## src/sv/cop_pkg.sv

```systemverilog
package cop_pkg;

	localparam int unsigned OFFSET_W = 19;

	localparam logic [13:0] COUNT_MAX = 14'd9999;

	typedef logic [3:0] bcd_t;

	typedef struct packed {
		bcd_t [3:0] digit;
		logic [2:0] count;
	} digit_info_t;

	typedef struct packed {
		logic [7:0] r;
		logic [7:0] g;
		logic [7:0] b;
	} rgb_t;

	localparam rgb_t COL_BODY      = '{r: 8'd24,  g: 8'd28,  b: 8'd38};
	localparam rgb_t COL_BORDER    = '{r: 8'd70,  g: 8'd76,  b: 8'd90};
	localparam rgb_t COL_COIN      = '{r: 8'd244, g: 8'd190, b: 8'd48};
	localparam rgb_t COL_HIGHLIGHT = '{r: 8'd255, g: 8'd232, b: 8'd112};
	localparam rgb_t COL_DIGIT     = '{r: 8'd250, g: 8'd250, b: 8'd246};
	localparam rgb_t COL_NONE      = '{r: 8'd0,   g: 8'd0,   b: 8'd0};

	// segment order: a (bit 0) through g (bit 6)
	function automatic logic [6:0] seg_mask(input bcd_t d);
		logic [6:0] m;
		case (d)
			4'd0: m = 7'h3F;
			4'd1: m = 7'h06;
			4'd2: m = 7'h5B;
			4'd3: m = 7'h4F;
			4'd4: m = 7'h66;
			4'd5: m = 7'h6D;
			4'd6: m = 7'h7D;
			4'd7: m = 7'h07;
			4'd8: m = 7'h7F;
			4'd9: m = 7'h6F;
			default: m = 7'h00;
		endcase
		return m;
	endfunction

endpackage

```

## src/sv/cop_digits.sv

```systemverilog
module cop_digits (
	input  logic                clk,
	input  logic                arst_n,
	input  logic                wr,
	input  logic signed [15:0]  value,
	output logic                busy,
	output cop_pkg::digit_info_t info
);

	logic        busy_q;
	logic [3:0]  cnt_q;
	logic [13:0] bin_q;
	logic [15:0] bcd_q;
	logic [13:0] clamped;
	logic [15:0] adj;

	// clamp to 0..9999
	always_comb begin
		if (value[15]) begin
			clamped = '0;
		end else if (value > 16'sd9999) begin
			clamped = cop_pkg::COUNT_MAX;
		end else begin
			clamped = value[13:0];
		end
	end

	// double dabble: add 3 to each digit of 5 or more before the shift
	always_comb begin
		for (int i = 0; i < 4; i++) begin
			adj[i*4 +: 4] = (bcd_q[i*4 +: 4] >= 4'd5) ? bcd_q[i*4 +: 4] + 4'd3
				: bcd_q[i*4 +: 4];
		end
	end

	always_ff @(posedge clk or negedge arst_n) begin
		if (!arst_n) begin
			busy_q <= 1'b0;
			cnt_q  <= '0;
			bin_q  <= '0;
			bcd_q  <= '0;
		end else if (wr) begin
			busy_q <= 1'b1;
			cnt_q  <= '0;
			bin_q  <= clamped;
			bcd_q  <= '0;
		end else if (busy_q) begin
			bcd_q <= {adj[14:0], bin_q[13]};
			bin_q <= {bin_q[12:0], 1'b0};
			cnt_q <= cnt_q + 4'd1;
			if (cnt_q == 4'd13) begin
				busy_q <= 1'b0;
			end
		end
	end

	assign busy = busy_q;

	always_comb begin
		info.digit = bcd_q;
		if (bcd_q[15:12] != 4'd0) begin
			info.count = 3'd4;
		end else if (bcd_q[11:8] != 4'd0) begin
			info.count = 3'd3;
		end else if (bcd_q[7:4] != 4'd0) begin
			info.count = 3'd2;
		end else begin
			info.count = 3'd1;
		end
	end

endmodule

```

## src/sv/cop_shade.sv

```systemverilog
module cop_shade (
	input  logic                 on_screen,
	input  logic [8:0]           x,
	input  logic [7:0]           y,
	input  cop_pkg::digit_info_t info,
	output logic                 covered,
	output cop_pkg::rgb_t        color
);

	function automatic logic seg_lit(input logic [6:0] m, input logic [3:0] lx,
		input logic [4:0] ly);
		logic mid, right, left;
		logic top, upper, midrow, lower, bottom;
		mid    = (lx >= 4'd2) && (lx <= 4'd7);
		right  = (lx >= 4'd8) && (lx <= 4'd9);
		left   = (lx <= 4'd1);
		top    = (ly <= 5'd1);
		upper  = (ly >= 5'd2) && (ly <= 5'd7);
		midrow = (ly >= 5'd8) && (ly <= 5'd9);
		lower  = (ly >= 5'd10) && (ly <= 5'd15);
		bottom = (ly >= 5'd16) && (ly <= 5'd17);
		return (m[0] && mid && top) || (m[1] && right && upper)
			|| (m[2] && right && lower) || (m[3] && mid && bottom)
			|| (m[4] && left && lower) || (m[5] && left && upper)
			|| (m[6] && mid && midrow);
	endfunction

	logic              border_hit, body_hit, coin_box, disc_hit, hl_hit, bar_hit;
	logic [8:0]        xd;
	logic [7:0]        yd;
	logic signed [4:0] dx, dy;
	logic signed [9:0] sqx, sqy;
	logic [7:0]        dsq;
	logic              dig_area, digit_hit;
	logic [8:0]        u;
	logic [1:0]        idx;
	logic [8:0]        ubase;
	logic [3:0]        lx;
	logic [4:0]        ly;
	logic [1:0]        pos;
	cop_pkg::bcd_t     dsel;

	assign border_hit = (x >= 9'd8) && (x <= 9'd85) && (y >= 8'd8) && (y <= 8'd35);
	assign body_hit   = (x >= 9'd10) && (x <= 9'd83) && (y >= 8'd10) && (y <= 8'd33);

	// coin disc around (23,22)
	assign coin_box = (x >= 9'd15) && (x <= 9'd31) && (y >= 8'd14) && (y <= 8'd30);
	assign xd  = x - 9'd23;
	assign yd  = y - 8'd22;
	assign dx  = xd[4:0];
	assign dy  = yd[4:0];
	assign sqx = dx * dx;
	assign sqy = dy * dy;
	assign dsq = sqx[7:0] + sqy[7:0];
	assign disc_hit = coin_box && (dsq <= 8'd64);
	assign hl_hit   = coin_box && (dsq <= 8'd25) && (dx[4] || (dx == 5'sd0))
		&& (dy[4] || (dy == 5'sd0));

	assign bar_hit = (x >= 9'd22) && (x <= 9'd23) && (y >= 8'd17) && (y <= 8'd26);

	// digit cells are 13 columns apart starting at column 38
	assign dig_area = (x >= 9'd38) && (x < 9'd90) && (y >= 8'd13) && (y <= 8'd30);
	assign u = x - 9'd38;

	always_comb begin
		if (u < 9'd13) begin
			idx   = 2'd0;
			ubase = 9'd0;
		end else if (u < 9'd26) begin
			idx   = 2'd1;
			ubase = 9'd13;
		end else if (u < 9'd39) begin
			idx   = 2'd2;
			ubase = 9'd26;
		end else begin
			idx   = 2'd3;
			ubase = 9'd39;
		end
	end

	always_comb begin
		logic [8:0] ld;
		logic [7:0] yl;
		logic [2:0] p;
		ld   = u - ubase;
		yl   = y - 8'd13;
		p    = info.count - 3'd1 - {1'b0, idx};
		lx   = ld[3:0];
		ly   = yl[4:0];
		pos  = p[1:0];
		dsel = info.digit[pos];
	end

	assign digit_hit = dig_area && (lx < 4'd10) && ({1'b0, idx} < info.count)
		&& seg_lit(cop_pkg::seg_mask(dsel), lx, ly);

	always_comb begin
		covered = 1'b0;
		color   = cop_pkg::COL_NONE;
		if (on_screen) begin
			if (digit_hit) begin
				covered = 1'b1;
				color   = cop_pkg::COL_DIGIT;
			end else if (bar_hit) begin
				covered = 1'b1;
				color   = cop_pkg::COL_BORDER;
			end else if (hl_hit) begin
				covered = 1'b1;
				color   = cop_pkg::COL_HIGHLIGHT;
			end else if (disc_hit) begin
				covered = 1'b1;
				color   = cop_pkg::COL_COIN;
			end else if (body_hit) begin
				covered = 1'b1;
				color   = cop_pkg::COL_BODY;
			end else if (border_hit) begin
				covered = 1'b1;
				color   = cop_pkg::COL_BORDER;
			end
		end
	end

endmodule

```

## src/sv/counter_overlay_pixel_generator.sv

```systemverilog
// pixel path: coordinates registered in stage s1, color and offset registered in stage s2, which drives the outputs
// throughput: one pixel per cycle, limited by out_ready backpressure and by a running decimal conversion
// a counter_value write starts a decimal conversion; no pixel is taken meanwhile
// reset (arst_n low, asynchronous): pipeline empty, displayed value 0
module counter_overlay_pixel_generator #(
	parameter int unsigned SCREEN_HEIGHT = 240,
	parameter int unsigned SCREEN_WIDTH  = 400
) (
	input  logic                                  clk,
	input  logic                                  arst_n,
	input  logic                                  cfg_valid,
	output logic                                  cfg_ready,
	input  logic signed [15:0]                    counter_value,
	input  logic                                  in_valid,
	output logic                                  in_ready,
	input  logic [8:0]                            pixel_x,
	input  logic [7:0]                            pixel_y,
	output logic                                  out_valid,
	input  logic                                  out_ready,
	output logic                                  covered,
	output logic [7:0]                            red,
	output logic [7:0]                            green,
	output logic [7:0]                            blue,
	output logic [cop_pkg::OFFSET_W-1:0]          byte_offset
);

	localparam int unsigned OW = cop_pkg::OFFSET_W;

	logic                 busy;
	cop_pkg::digit_info_t info;
	logic                 ld_s1, ld_s2;
	logic                 v_s1, v_s2;
	logic [8:0]           x_s1;
	logic [7:0]           y_s1;
	logic                 on_screen;
	logic                 cov_c;
	cop_pkg::rgb_t        col_c;
	logic [OW-1:0]        x_ext, prod, lin, off_c;
	logic                 cov_s2;
	cop_pkg::rgb_t        col_s2;
	logic [OW-1:0]        off_s2;

	assign cfg_ready = 1'b1;

	cop_digits u_digits (
		.clk    (clk),
		.arst_n (arst_n),
		.wr     (cfg_valid && cfg_ready),
		.value  (counter_value),
		.busy   (busy),
		.info   (info)
	);

	assign ld_s2    = !v_s2 || out_ready;
	assign ld_s1    = !v_s1 || ld_s2;
	assign in_ready = ld_s1 && !busy;

	always_ff @(posedge clk or negedge arst_n) begin
		if (!arst_n) begin
			v_s1 <= 1'b0;
			v_s2 <= 1'b0;
		end else begin
			if (ld_s1) begin
				v_s1 <= in_valid && in_ready;
			end
			if (ld_s2) begin
				v_s2 <= v_s1;
			end
		end
	end

	always_ff @(posedge clk) begin
		if (ld_s1 && in_valid && in_ready) begin
			x_s1 <= pixel_x;
			y_s1 <= pixel_y;
		end
		if (ld_s2 && v_s1) begin
			cov_s2 <= cov_c;
			col_s2 <= col_c;
			off_s2 <= off_c;
		end
	end

	assign on_screen = ({2'b00, x_s1} < 11'(SCREEN_WIDTH))
		&& ({3'b000, y_s1} < 11'(SCREEN_HEIGHT));

	cop_shade u_shade (
		.on_screen (on_screen),
		.x         (x_s1),
		.y         (y_s1),
		.info      (info),
		.covered   (cov_c),
		.color     (col_c)
	);

	// column-rotated offset: 3 * (x * height + height - 1 - y), low bits kept; 0 for an off-screen pixel
	assign x_ext = OW'(x_s1);
	assign prod  = x_ext * OW'(SCREEN_HEIGHT);
	assign lin   = prod + OW'(SCREEN_HEIGHT - 1) - OW'(y_s1);
	assign off_c = on_screen ? lin + {lin[OW-2:0], 1'b0} : '0;

	assign out_valid   = v_s2;
	assign covered     = cov_s2;
	assign red         = col_s2.r;
	assign green       = col_s2.g;
	assign blue        = col_s2.b;
	assign byte_offset = off_s2;

endmodule

```

## config.mk

```make
export PLATFORM = sky130hd
export DESIGN_NAME = counter_overlay_pixel_generator
export DESIGN_NICKNAME = d
export VERILOG_FILES = /design/src/sv/cop_pkg.sv /design/src/sv/cop_digits.sv /design/src/sv/cop_shade.sv /design/src/sv/counter_overlay_pixel_generator.sv
export SDC_FILE = /design/constraint.sdc
export NUM_CORES = 1
export LEC_CHECK = 0
export BUFFER_PORTS_ARGS = -buffer_cell sky130_fd_sc_hd__buf_2
export CAP_MARGIN = 20
export CORE_MARGIN = 8
export CORE_UTILIZATION = 40
export CTS_CLUSTER_SIZE = 14
export DETAILED_ROUTE_END_ITERATION = 8
export PLACE_DENSITY_LB_ADDON = 0.08
export SLEW_MARGIN = 20
export SYNTH_ARGS = -nofsm -noshare
export SYNTH_HDL_FRONTEND = slang
export SYNTH_HIERARCHICAL = 1
export SYNTH_SLANG_ARGS = --single-unit
```

## constraint.sdc

```tcl
create_clock -name clk -period 8.5 [get_ports clk]
set_clock_uncertainty 0.1 [all_clocks]
set_input_delay 0.85 -clock clk [delete_from_list [all_inputs] [get_ports clk]]
set_output_delay 0.85 -clock clk [all_outputs]
set_load 0.02 [all_outputs]
```

Word level (Yosys, flattened, before mapping)
Memory sizes are Yosys's and may differ from the RTL's.
Index checks and enable logic that the tools add are counted.

operators by class
  $add $sub $neg = 16
  multiply operators = 3
  order comparisons = 48
  eq/ne operators = 1
  muxes and demuxes = 38
  bitwise gates (word level) = 1
  reduce and logical (&&, ||, !) cells = 70

operators by type and width
  operator               number
  $mux 24                5
  $mux 14                4
  $logic_and 1x1->1      48
  $mux 4                 9
  $ge 8x4->1 const B     4
  $mux 16                2
  $ge 9x4->1 const B     3
  $le 8x5->1 const B     3
  $mux 23                1
  $add 19x19->19         1
  $sub 18x8->19          1
  $add 17x8->18 const B  1
  $le 9x5->1 const B     2
  $le 9x7->1 const B     2
  $ge 4x3->1 const B     4
  $gt 16x15->1 const B   1
  $le 8x6->1 const B     2
  $mul 5x5->8            2
  $mul 9x4->13 const B   1
  $add 4x2->4 const B    3
  $reduce_bool 4->1      3
  $ge 5x4->1 const B     2
  $le 5x4->1 const B     2
  $logic_not 5->1        2
  44 further kinds       69

word-level totals
  register bits after elaboration = 98
  ROM bits = 112
  bits of input ports = 38
  memories = 1

memory list
  memory           depth  width  read ports  clocked after memory_dff  wr ports  RTL line       source
  (no name shown)  16     7      1           0                         0         cop_pkg.sv:30  case (d)

Longest topological paths before layout
Gate-level depths: netlist (run 1).
An unclocked memory read counts as a cell.

  depth in word-level cells = 19
  depth in mapped cells = 25
  gate-level depth less buffers = 25

Hierarchy
The synthesis (run 1) kept the hierarchy.

by module, submodules not included
  module                           times used  cells each  area an instance (um^2)  seq. area each (um^2)
  counter_overlay_pixel_generator  1           395         4416.7                   1881.8
  cop_shade                        1           407         3273.1                   0.0
  cop_digits                       1           208         2038.2                   875.8

Least setup slack after synthesis (run 1)
OpenSTA, ideal clock, no wires.

  path type = reg-to-reg
  start point = reg x_s1[1]
  end point = reg col_s2, in the netlist green[6], data pin
  library setup time = 0.251 ns
  arrival time = 6.317 ns
  required time = 8.149 ns
  path slack = 1.832 ns
  cell stages (with the launch flop) = 24
  buffers on the path = 1
  period minus slack after synthesis = 6.668 ns
  path through = edfxtp_1 ha_1 a21oi_1 xor2_1 nor2_1 inv_1 fa_1 fa_1 inv_1 fa_1 inv_1 fa_1 inv_1 fa_1 fa_1 a21o_1 a21oi_1 xnor2_1 xnor2_1 xor2_1 nand3_1 and3_1 o41a_1 buf_4

on the way
  cells in the longest elaborated chain, start to end = 19

ends and longest elaborated chain
  item                             RTL line                               source
  start: declaration               counter_overlay_pixel_generator.sv:33  logic [8:0] x_s1;
  start signal: assignment         counter_overlay_pixel_generator.sv:74  x_s1 <= pixel_x;
  $sub 9x6->9                      cop_shade.sv:63                        assign u = x - 9'd38;
  $lt 9x6->1                       cop_shade.sv:72                        end else if (u < 9'd39) begin
  $mux 1                           cop_shade.sv:72
  $mux 2                           cop_shade.sv:69                        end else if (u < 9'd26) begin
  $mux 2                           cop_shade.sv:66                        if (u < 9'd13) begin
  $sub 2x2->2                      cop_shade.sv:87                        p = info.count - 3'd1 - {1'b0, idx};
  $bmux 4 s2                       cop_shade.sv:91                        dsel = info.digit[pos];
  $mux 4 (not written as such)     cop_shade.sv:91
  $mem_v2 16x7                     -
  $logic_and 1x1->1 (2 in series)  cop_shade.sv:22                        return (m[0] && mid && top) || (m[1] && right && upper)
  $logic_or 1x1->1                 cop_shade.sv:22
  $logic_or 1x1->1 (2 in series)   cop_shade.sv:23                        || (m[2] && right && lower) || (m[3] && mid && bottom)
  $logic_or 1x1->1 (2 in series)   cop_shade.sv:24                        || (m[4] && left && lower) || (m[5] && left && upper)
  $logic_or 1x1->1                 cop_shade.sv:25                        || (m[6] && mid && midrow);
  $logic_and 1x1->1                cop_shade.sv:95                        && seg_lit(cop_pkg::seg_mask(dsel), lx, ly);
  $mux 24                          cop_shade.sv:101                       if (digit_hit) begin
  end signal: assignment           counter_overlay_pixel_generator.sv:79  col_s2 <= col_c;
  end: declaration                 counter_overlay_pixel_generator.sv:40  cop_pkg::rgb_t col_s2;

Parallel ways exist; a longest one is shown, timed or not. The select of a mux whose other input is x is not followed.
A chain may end at the register's enable or synchronous reset.

Worst setup path after layout (run 1)
  start point = reg x_s1[1]
  end point = reg col_s2, in the netlist red[1], data pin

The elaborated chain is that of the path after synthesis.

==> impl_metrics.env, run 1 <==
export IMPL_p_total_mw=1.01
export IMPL_port_buffers=83
export IMPL_combPwrFrac=0.056
export IMPL_cts_root_buf="clkbuf_16"
export IMPL_critPathKind="register to register"
export IMPL_grt_max_degree=49
export IMPL_multi_input_area_um2=6250
export IMPL_p_seq_frac=0.514
export IMPL_cts_buffers=9
export IMPL_required_ns=8.48
export IMPL_ant_nets=0
export IMPL_crit_fanout=15
export IMPL_layout_area_overhead_vs_synth_pct=9.71
export IMPL_syn_avg_cell_area_um2=9.63
export IMPL_final_period_utilization=0.839
export IMPL_syn_area_um2=9730
export IMPL_yosysWarnings=6
export IMPL_outcome="finished, final reports clean"
export IMPL_p_per_area_nw_per_um2=94.5
export IMPL_layout_nets=1262
export IMPL_totalWireLength_mm=20.5
export IMPL_die_w_um=172
export IMPL_use_met3=0.0249
export IMPL_synthDistinctLibCells=88
export IMPL_synth_seq_cells=98
export IMPL_intPower_mw=0.775
export IMPL_clockBufferDepth=2
export IMPL_start_kind="register"
export IMPL_layout_common_cells="inv_1 (124), ha_1 (111), buf_2 (83)"
export IMPL_use_met1=0.199
export IMPL_design_core_area_um2=24100
export IMPL_synth_edf_count=61
export IMPL_grt_pass1_vias=6748
export IMPL_cts_sinks=98
export IMPL_clockPowerShare=0.429
export IMPL_yosys_area_top_type="edfxtp_1"
export IMPL_place_congestion=0.790
export IMPL_relSlewSlack=0.316
export IMPL_clk_pin_slew_ns=0.07
export IMPL_postCtsSetupBuffers=0
export IMPL_grt_ovfl_total=0
export IMPL_drc_errors=0
export IMPL_hp_class="register to register"
export IMPL_dp_slack_ns=1.38
export IMPL_grt_first_pass_wirelength_mm=33.7
export IMPL_clock_latency_ns=0.35
export IMPL_cts_resized=0
export IMPL_fill_cells=2416
export IMPL_start_util=0.404
export IMPL_period_minus_slack_ns=7.13
export IMPL_utilization=0.443
export IMPL_min_path_cells=2
export IMPL_power_net_switching_mw=0.234
export IMPL_htree_levels=3
export IMPL_cp_data_arrival_time_ns=7.11
export IMPL_met2_usage=0.218
export IMPL_final_common_cell="inv_1"
export IMPL_hold_buffers=0
export IMPL_r2r_cells=22
export IMPL_hpwl_mm=16.0
export IMPL_ir_worst_vdd_mv=0.0752
export IMPL_ys_top_cells_by_area="edfxtp_1 (19%), ha_1 (14%), dfrtp_1 (9.5%)"
export IMPL_worst_pin_slew_ns=1.03
export IMPL_maxSlewViolCount=0
export IMPL_antenna_found_initial=2
export IMPL_finalWorstSetupSlack_ns=1.37
export IMPL_yosysSeqAreaShare=0.283
export IMPL_num_io_pins=85
export IMPL_firstDrtPassIters=7
export IMPL_cts_tree="yes"
export IMPL_final_hold_viol_count=0
export IMPL_crit_path_end_kind="register"
export IMPL_p_leak_nw=4.92
export IMPL_ys_flop_type="edfxtp_1"
export IMPL_setup_tns_ns=0
export IMPL_synth_top_cell_area_share=0.188
export IMPL_num_rows=57
export IMPL_rsz0062_at_grt="no"
export IMPL_fp_dieArea_um2=29600
export IMPL_fp_dieH_um=172
export IMPL_regArea_um2=2760
export IMPL_vias_per_cell=5.09
export IMPL_drt_wirelength_per_cell_um=14.6
export IMPL_top_usage_layer="met2"
export IMPL_clock_fmax_mhz=140
export IMPL_syn_inst=1010
export IMPL_num_antenna_cells=0
export IMPL_grt_util_all_layers=0.139
export IMPL_switching_share=0.232
export IMPL_setup_viol=0
export IMPL_drt_first_iter_violations=267
export IMPL_synthArstFlopShare=0.378
export IMPL_layout_drive_gt1_share=0.148
export IMPL_dr_total_vias=7119
export IMPL_max_cap_viol_count=0
==> sequential cells by signal, indices dropped and copies added, names as in the netlist <==
name	cells
blue	8
u_digits/bcd_q	16
red	8
y_s1	8
out_valid	1
green	8
u_digits/busy	1
covered	1
v_s1	1
u_digits/cnt_q	4
byte_offset	19
u_digits/bin_q	14
x_s1	9
==> logic make-up (layout without fill, tap and decap cells) <==
kind of cell,count (synthesis),count (layout),synth area share
AO/OA/AOI/OAI,229,229,0.166
XOR/XNOR,64,64,0.0615
adder cells (fa/ha/maj),154,154,0.231
buffers and inverters,169,233,0.0742
flip-flops,98,98,0.283
multiplexers,30,30,0.0364
other,2,3,0.000772
AND/OR/NAND/NOR,264,264,0.146
==> final cells by class <==
class / instances / share of cell area
Inverter: 126 / 0.0443
Timing Repair Buffer: 91 / 0.0445
Tap cell: 324 / 0.0380
Multi-Input combinational cell: 744 / 0.586
Clock buffer: 13 / 0.0265
Clock inverter: 3 / 0.00223
Sequential cell: 98 / 0.259
==> metal layers <==
metal | vias up | wire length, um
met5 | - | 19
li1 | 3660 | -
met1 | 3333 | 10400
met4 | 4 | 104
met3 | 12 | 932
met2 | 110 | 9030
==> power by group through the flow <==
stage	clock network (mW)	registers [mW]	logic (mW)
after global placement	0	0.529	0.0573
after detailed placement	0	0.529	0.0576
after floorplan	0	0.527	0.0392
after CTS	0.449	0.519	0.0580
after global routing	0.463	0.520	0.0647
final	0.433	0.519	0.0570
==> cell usage after synthesis (18+ instances only) <==
library cell / number
o21ai_0: 36
mux2i_1: 20
nor2_1: 64
a21o_1: 19
xor2_1: 23
nand3_1: 19
ha_1: 111
nand2b_1: 18
fa_1: 43
inv_1: 124
nor3_1: 21
a21oi_1: 58
dfrtp_1: 37
edfxtp_1: 61
xnor2_1: 37
nand2_1: 52
==> stage by stage <==
step	cell area, um^2	hold slack (ns)	instances
2_1_floorplan	9730	0.365	1011
3_3_place_gp	10400	0.388	1383
3_5_place_dp	10400	0.403	1383
4_1_cts	10700	0.423	1399
5_1_grt	10700	0.432	1399
6_report	10700	0.416	1399
==> worst paths after layout <==
kind / from / endpoint / slack (ns)
max reg2reg: x_s1[1] / red[1] / 1.37
min: u_digits/bin_q[12] / u_digits/bin_q[12] / 0.42
max: x_s1[1] / red[1] / 1.37
min in group asynchronous: arst_n / u_digits/bin_q[11] / 0.51
min reg2reg: u_digits/bin_q[12] / u_digits/bin_q[12] / 0.42
max in group asynchronous: arst_n / u_digits/busy / 7.21
==> critical path, stage by stage, from the launching register on <==
cell	delay, ns
edfxtp_1	0.67
ha_1	0.39
a21oi_1	0.29
xor2_1	0.31
nor2_1	0.11
inv_1	0.08
fa_1	0.43
fa_1	0.49
inv_1	0.05
fa_1	0.49
inv_1	0.05
fa_1	0.53
inv_1	0.05
fa_1	0.52
fa_1	0.47
a21o_1	0.17
a21oi_1	0.17
xnor2_1	0.10
xnor2_1	0.25
xor2_1	0.23
nand3_1	0.24
and3_1	0.30
o41a_1	0.36
(Power assumes the default switching activity.)
==> run 2, diff against run 1 <==
- ABC_AREA: not set -> 1
- clock period: 8.5 -> 6.55 ns (I/O delays scaled with it)
==> run 2 against run 1 <==
  * Total power grew 38%
  * Via count grew 20%
  * First-iteration DRC count grew 65%
  * Die area grew 4.2%
  * Clock-buffer cell count shrank 4
  * Final cell count grew 26%
  * Synthesized area grew 4.6%
  * Highest routed layer is now met4
  * Flip-flop and latch count is the same
==> impl_metrics.env, run 2 <==
export IMPL_outcome="finished, final reports clean"
export IMPL_syn_area_um2=10200
export IMPL_largest_reg_flops=19
export IMPL_vias_per_cell=4.86
export IMPL_fp_dieArea_um2=30800
export IMPL_synth_seq_cells=98
export IMPL_synthArstFlopShare=0.378
export IMPL_cp_slowest_stage_delay_ns=0.57
export IMPL_hpwl_mm=20.5
export IMPL_layout_nets=1622
export IMPL_layoutNonFillerInstCount=1765
export IMPL_cts_buffers=9
export IMPL_start_kind="register"
export IMPL_grt_first_pass_wirelength_mm=42.2
export IMPL_final_period_utilization=0.936
export IMPL_ir_worst_vdd_mv=0.108
export IMPL_dpl_cell_area_um2=10900
export IMPL_fp_dieH_um=176
export IMPL_crit_fanout=6
export IMPL_port_buffers=83
export IMPL_max_cap_viol_count=0
export IMPL_yosysMostFrequentCell="nand2_1"
export IMPL_clock_fmax_mhz=163
export IMPL_start_util=0.405
export IMPL_num_rows=58
export IMPL_dr_total_vias=8578
export IMPL_final_hold_viol_count=0
export IMPL_cts_root_buf="clkbuf_16"
export IMPL_final_common_cell="nand2_1"
export IMPL_cp_top_family="adder cells"
export IMPL_p_per_area_nw_per_um2=124
export IMPL_finalInstanceArea_um2=11300
export IMPL_grt_ovfl_total=0
export IMPL_crit_path_end_kind="register"
export IMPL_p_leak_nw=5.90
export IMPL_finalWorstSetupSlack_ns=0.416
export IMPL_num_io_pins=85
export IMPL_totalWireLength_mm=25.2
export IMPL_antenna_found_initial=0
export IMPL_p_seq_frac=0.489
export IMPL_drt_first_iter_violations=440
export IMPL_cts_sinks=98
export IMPL_maxSlewViolCount=0
export IMPL_syn_avg_cell_area_um2=7.59
export IMPL_firstDrtPassIters=5
export IMPL_clockPowerShare=0.406
export IMPL_r2r_cells=29
export IMPL_yosysSeqAreaShare=0.271
export IMPL_power_net_switching_mw=0.397
export IMPL_clk_pin_slew_ns=0.08
export IMPL_layout_drive_gt1_share=0.141
export IMPL_clockBufferDepth=2
export IMPL_intPower_mw=0.999
export IMPL_die_w_um=176
export IMPL_cpMaxStageDelayCell="fa_1"
export IMPL_dp_slack_ns=0.353
export IMPL_htree_levels=3
export IMPL_setup_viol=0
export IMPL_use_met3=0.0221
export IMPL_grt_util_all_layers=0.168
export IMPL_hp_class="input port to asynchronous set/reset pin"
export IMPL_synth_common_cells="nand2_1 (327), inv_1 (236), ha_1 (111)"
export IMPL_use_met1=0.200
export IMPL_yosys_area_top_type="edfxtp_1"
export IMPL_synthDistinctLibCells=58
export IMPL_hold_buffers=0
export IMPL_num_antenna_cells=0
export IMPL_layout_common_cells="nand2_1 (326), inv_1 (236), ha_1 (111)"
export IMPL_met2_usage=0.305
export IMPL_cp_num_cells=29
export IMPL_top_usage_layer="met2"
export IMPL_place_congestion=0.884
export IMPL_synth_edf_count=61
export IMPL_combPwrFrac=0.105
export IMPL_worst_pin_slew_ns=1.06
export IMPL_crit_buf_inv=8
export IMPL_design_core_area_um2=25100
export IMPL_switching_share=0.284
export IMPL_fill_cells=2643
export IMPL_ys_flop_type="edfxtp_1"
export IMPL_synth_top_cell_area_share=0.180
export IMPL_ys_top_cells_by_area="edfxtp_1 (18%), ha_1 (14%), nand2_1 (12%)"
export IMPL_required_ns=6.56
export IMPL_critPathKind="register to register"
export IMPL_cp_data_arrival_time_ns=6.14
export IMPL_grt_pass1_vias=8506
export IMPL_period_minus_slack_ns=6.13
export IMPL_layout_area_overhead_vs_synth_pct=11.0
export IMPL_yosysWarnings=6
export IMPL_syn_inst=1341
export IMPL_utilization=0.450
export IMPL_cts_tree="yes"
export IMPL_ant_nets=0
export IMPL_drt_wirelength_per_cell_um=14.3
export IMPL_clock_latency_ns=0.37
export IMPL_relSlewSlack=0.287
export IMPL_grt_max_degree=45
export IMPL_drc_errors=0
export IMPL_dpl_cell_count=1743
[run 2: changes by cell type in the layout (fill, tap and decap cells not counted), sizes merged, moves of 18 or more]
| cell | before | now |
|---|---|---|
| nand2 | 52 | 363 |
| nor2 | 64 | 104 |
| a21o | 19 | 1 |
| inv | 128 | 252 |
| xnor2 | 39 | 7 |
| o21ai | 36 | 65 |
| nand2b | 18 | 0 |
| mux2i | 21 | 0 |
| nand3 | 20 | 104 |
[run 2: path summary, 6_finish.rpt]
path | from | to | slack, ns
max in group asynchronous | arst_n | u_digits/bcd_q[9] | 5.51
hold / removal | arst_n | u_digits/busy | 0.29
hold reg to reg | u_digits/bin_q[11] | u_digits/bin_q[12] | 0.39
min in group clk | pixel_x[4] | x_s1[4] | 0.36
setup / recovery | y_s1[2] | blue[6] | 0.42
setup reg to reg | y_s1[2] | blue[6] | 0.42
[run 2: kinds of logic after synthesis]
kind of cell / Yosys count / synth area share
AOI/OAI and AO/OA: 166 / 0.0921
xor gates and xnor gates: 31 / 0.0289
adders and majority gates: 154 / 0.221
buffers and inverters: 277 / 0.114
DFF: 98 / 0.271
muxes: 1 / 0.00111
other: 2 / 0.000738
and+or+nand+nor: 612 / 0.271
[run 2: power by group through the flow]
stage	combinational (mW)	sequential, mW	clock (mW)
floorplan	0.109	0.694	0
global placement	0.147	0.696	0
detailed placement	0.148	0.697	0
CTS	0.149	0.683	0.591
global route	0.172	0.686	0.616
finish	0.146	0.683	0.567
[run 2: repair_timing]
item	4_1_cts	5_1_grt
endpoints found under the setup margin	0	17
gates resized for setup	0	5
setup buffers	0	6
[run 2: final cells by class]
class,count,area [um^2],share of cell area
clock buffers,9,225,0.0199
clock inverters,7,81.3,0.00720
inverters,249,945,0.0836
multi-input cells,967,6300,0.557
flip-flops and latches,98,2760,0.244
well taps,330,413,0.0365
repair buffers,105,581,0.0514
[run 2: routing by layer]
metal / vias up / wire [um]
met5: - / 0
met4: 0 / 861
met3: 42 / 646
met2: 130 / 12600
met1: 3957 / 11000
li1: 4449 / -
[run 2: through the flow]
stage | hold slack [ns] | TNS (ns) | power, mW
2_1_floorplan | 0.259 | 0 | 0.803
3_3_place_gp | 0.364 | 0 | 0.843
3_5_place_dp | 0.367 | 0 | 0.845
4_1_cts | 0.327 | 0 | 1.42
5_1_grt | 0.335 | -0.0168 | 1.47
6_report | 0.293 | 0 | 1.40
[run 2: worst register-to-register path: cells and delay by family, from the launching register on]
family | cells | cell delay [ns]
DFF | 1 | 0.48
AOI/OAI and AO/OA | 1 | 0.16
buffers and inverters | 8 | 0.66
adders and majority gates | 7 | 3.25
and+or+nand+nor | 12 | 0.98
xor gates and xnor gates | 1 | 0.26
